`src/design/c8_pkg.sv`:
```
package c8_pkg;

    localparam int MEM_BYTES   = 4096;
    localparam int MEM_AW      = 12;
    localparam int SCR_W       = 64;
    localparam int SCR_H       = 32;
    localparam int ROW_AW      = 5;
    localparam int DEF_STACK   = 16;
    localparam int FONT_BYTES  = 80;
    localparam logic [11:0] PC_START = 12'h200;

    typedef enum logic [1:0] {
        OP_EXEC  = 2'd0,
        OP_WRITE = 2'd1,
        OP_READ  = 2'd2
    } item_op_t;

    typedef enum logic [1:0] {
        ST_DONE    = 2'd0,
        ST_WAITKEY = 2'd1,
        ST_UNKNOWN = 2'd2
    } status_t;

    typedef enum logic [2:0] {
        ALU_PASS = 3'd0,
        ALU_OR   = 3'd1,
        ALU_AND  = 3'd2,
        ALU_XOR  = 3'd3,
        ALU_ADD  = 3'd4,
        ALU_SUB  = 3'd5,
        ALU_SHR  = 3'd6,
        ALU_SHL  = 3'd7
    } alu_op_t;

    localparam logic [7:0] FONT_ROM [0:FONT_BYTES-1] = '{
        8'hF0, 8'h90, 8'h90, 8'h90, 8'hF0, 8'h20, 8'h60, 8'h20, 8'h20, 8'h70,
        8'hF0, 8'h10, 8'hF0, 8'h80, 8'hF0, 8'hF0, 8'h10, 8'hF0, 8'h10, 8'hF0,
        8'h90, 8'h90, 8'hF0, 8'h10, 8'h10, 8'hF0, 8'h80, 8'hF0, 8'h10, 8'hF0,
        8'hF0, 8'h80, 8'hF0, 8'h90, 8'hF0, 8'hF0, 8'h10, 8'h20, 8'h40, 8'h40,
        8'hF0, 8'h90, 8'hF0, 8'h90, 8'hF0, 8'hF0, 8'h90, 8'hF0, 8'h10, 8'hF0,
        8'hF0, 8'h90, 8'hF0, 8'h90, 8'h90, 8'hE0, 8'h90, 8'hE0, 8'h90, 8'hE0,
        8'hF0, 8'h80, 8'h80, 8'h80, 8'hF0, 8'hE0, 8'h90, 8'h90, 8'h90, 8'hE0,
        8'hF0, 8'h80, 8'hF0, 8'h80, 8'hF0, 8'hF0, 8'h80, 8'hF0, 8'h80, 8'h80
    };

    function automatic logic [7:0] font_byte(input logic [MEM_AW-1:0] a);
        logic [7:0] b;
        b = 8'h00;
        if (a < 12'(FONT_BYTES)) begin
            b = FONT_ROM[a[6:0]];
        end
        return b;
    endfunction

endpackage

```
`src/design/c8_alu.sv`:
```
module c8_alu
    import c8_pkg::*;
(
    input  alu_op_t    sel,
    input  logic [7:0] a,
    input  logic [7:0] b,
    output logic [7:0] y,
    output logic       flag
);
    logic [8:0] sum;

    assign sum = {1'b0, a} + {1'b0, b};

    always_comb begin
        y    = b;
        flag = 1'b0;
        case (sel)
            ALU_PASS: y = b;
            ALU_OR:   y = a | b;
            ALU_AND:  y = a & b;
            ALU_XOR:  y = a ^ b;
            ALU_ADD: begin
                y    = sum[7:0];
                flag = sum[8];
            end
            ALU_SUB: begin
                y    = a - b;
                flag = (a >= b);
            end
            ALU_SHR: begin
                y    = {1'b0, a[7:1]};
                flag = a[0];
            end
            ALU_SHL: begin
                y    = {a[6:0], 1'b0};
                flag = a[7];
            end
            default: y = b;
        endcase
    end
endmodule
```
`config.mk`:
```
export PLATFORM = sky130hd
export DESIGN_NAME = c8_alu
export DESIGN_NICKNAME = d
export VERILOG_FILES = /design/src/design/c8_pkg.sv /design/src/design/c8_alu.sv
export SDC_FILE = /design/constraint.sdc
export NUM_CORES = 1
export LEC_CHECK = 0
export ABC_CLOCK_PERIOD_IN_PS = 3200
export BUFFER_PORTS_ARGS = -buffer_cell sky130_fd_sc_hd__buf_2
export CORE_UTILIZATION = 59
export DETAILED_ROUTE_END_ITERATION = 8
export PLACE_DENSITY = 0.86
export SETUP_SLACK_MARGIN = 0.05
export SYNTH_ARGS = -nofsm -noshare
export SYNTH_HDL_FRONTEND = slang
export SYNTH_SLANG_ARGS = --single-unit
```
`constraint.sdc`:
```
create_clock -name vclk -period 3.2
set_input_delay 0.64 -clock vclk [all_inputs]
set_output_delay 0.64 -clock vclk [all_outputs]
set_load 0.01 [all_outputs]
```
==> reports/results.tsv <==
stage	metric	value	unit
setup_path	CP startpoint kind	primary input	
power_and_ir_drop	Pwr per Cell Area	172	nW/um2
floorplan	die width	50.7	um
floorplan	die height	50.7	um
grt	Tot GR Track Use	35.9	%
sta	Final setup viols	0	
place	hpwl dp	3310	um
grt	number of antenna violations at the first check in global routing	0	
job	# Max-Cap Violations	0	
finish	Syn-to-layout area delta	20.9	%
finish	CLK BUF	0	
power_and_ir_drop	Psw	0.000167	W
power_and_ir_drop	Static Leakage	0.828	nW
power_and_ir_drop	Power Total	0.000292	W
floorplan	initial core utilization	62.7	%
finish	share of layout cells above drive strength 1	26.8	%
sta	relative slew slack	73.0	%
power_and_ir_drop	Seq pwr share	0	%
detailed_routing	DRC viols	0	
setup_path	Critical Path Source	a[0]	
logic_synthesis	top cells by count, synth	27 x ha_1, 21 x inv_1, 20 x a21oi_1	
sta	WHS	1640	ps
setup_path	WP data required	2560	ps
detailed_routing	final WL	4730	um
finish	diodes inserted	0	
setup_path	Worst EP arrival	2550	ps
logic_synthesis	synthesized area	1400	um2
detailed_routing	Via density	6.86	
place	number of port buffers	28	
finish	num sequential	0	
place	gp weighted congestion	0.971	
power_and_ir_drop	Logic pwr share	100.0	%
detailed_routing	drt pass-1 iters	6	
setup_path	Crit Path Max Fanout	4	
sta	worst setup margin	10.5	ps
grt	largest net degree at the start of global routing	17	
setup_path	critical path class	primary input to output pin	
finish	number of nets in the layout	278	
sta	final setup TNS	0	ps
worst_hold_path	hold path startpoint	b[0]	
logic_synthesis	Yosys warnings	0	
power_and_ir_drop	Clk pwr share	0	%
sta	post-layout min period	3190	ps
logic_synthesis	register area share after synthesis	0	%
sta	Worst-Margin Slew	403	ps
logic_synthesis	synth top area cells	ha_1 24%, a21oi_1 7.1%, inv_1 5.6%	
grt	GRT Residual Overflow	0	
power_and_ir_drop	internal cell power	0.000125	W
sta	final period utilization	99.7	%
logic_synthesis	Gate Count Post-Synth	200	
logic_synthesis	Synth top area share	24.1	%
power_and_ir_drop	Worst VDD drop	0.116	mV
setup_path	Crit. End Element	output pin	
finish	Core Util, Final	75.9	%
logic_synthesis	most frequent cell after synthesis	ha_1	
finish	register area	0	um2
grt	first-pass GRT wire length	7230	um
logic_synthesis	area leader, netlist	ha_1	
sta	Final Max Tran Viols	0	
grt	vias in the first global route	1562	
floorplan	I/O pins	28	
place	dpl ws	-58.7	ps
logic_synthesis	Syn Nets	248	
power_and_ir_drop	Net Sw Frac	57.3	%
worst_hold_path	Hold Path Class	primary input to output pin	
floorplan	FP Rows	17	
outcome	run status	finished, final reports clean	
detailed_routing	initial DRC count	151	
logic_synthesis	Distinct cells, synth	49	
sta	final-report hold violation count	0	
logic_synthesis	mean post-synth cell area	7.01	um2
detailed_routing	WL/cell	18.5	um
detailed_routing	Final ANT Viol Nets	0	
detailed_routing	via count	1755	
floorplan	Die ar.	2570	um2
sta	fmax	0.314	GHz
floorplan	core area	2230	um2
sta	RSZ-0062 raised after global routing	true	
[stage by stage]
step	std cells	instance area, um2
after floorplan	200	1400
after global placement	255	1600
after detailed placement	255	1600
final	256	1690
after global routing	256	1690
after CTS	255	1600
[worst max-delay path: stages]
cell and delay [ps]:
buf_8 110, inv_4 50, ha_4 120, inv_2 40, fa_2 410, nor2b_4 160
o21ba_4 240, or3_4 380, a21oi_2 120, o32a_1 160, buf_2 120
[logic make-up after synthesis]
logic type	share of synthesized area, %
xor gates and xnor gates	2.50
AOI/OAI and AO/OA	35.4
buffers and inverters	9.82
adders and majority gates	27.0
and+or+nand+nor	18.5
muxes	6.79
[layout make-up]
cell class | instances | area (um2)
Tap cell | 28 | 35.0
Multi-Input combinational cell | 166 | 1340
Timing Repair Buffer | 38 | 230
Inverter | 24 | 92.6
Fill cell | 172 | 539
[power by group through the flow]
stage | combinational [W] | clock, W | sequential, W
2_1_floorplan | 0.000173 | 0 | 0
6_report | 0.000292 | 0 | 0
4_1_cts | 0.000260 | 0 | 0
3_5_place_dp | 0.000256 | 0 | 0
5_1_grt | 0.000314 | 0 | 0
3_3_place_gp | 0.000248 | 0 | 0
[path summary, 6_finish.rpt]
path	to	cells past startpoint
setup / recovery	y[4]	11
hold / removal	y[0]	3
[repair_timing]
action / in CTS / in global routing
pin swaps: 0 / 11
hold endpoints to repair: 0 / 0
setup endpoints to repair: 3 / 6
resized for setup: 3 / 25
hold buffers: 0 / 0
setup buffers: 0 / 1
[placed cells by master (no fill, tap or decap), drive strengths merged, types with 3 or more instances in the layout]
cell type  instances
nor3               7
a21oi             20
nor2b              6
xor2               3
buf               37
nand2              9
nand3              6
and3               3
ha                27
a211oi             5
o21ai             15
a21o               3
o211ai             4
inv               22
mux2i              5
nor2              14
[metal layers]
metal	share of wire [%]	GRT usage (%)	vias up
met4	4.6	10.6	0
met3	11	3.64	33
met5	0	0	-
li1	-	-	792
met1	38	47.8	780
met2	47	60.2	150
(Power assumes the default switching activity.)
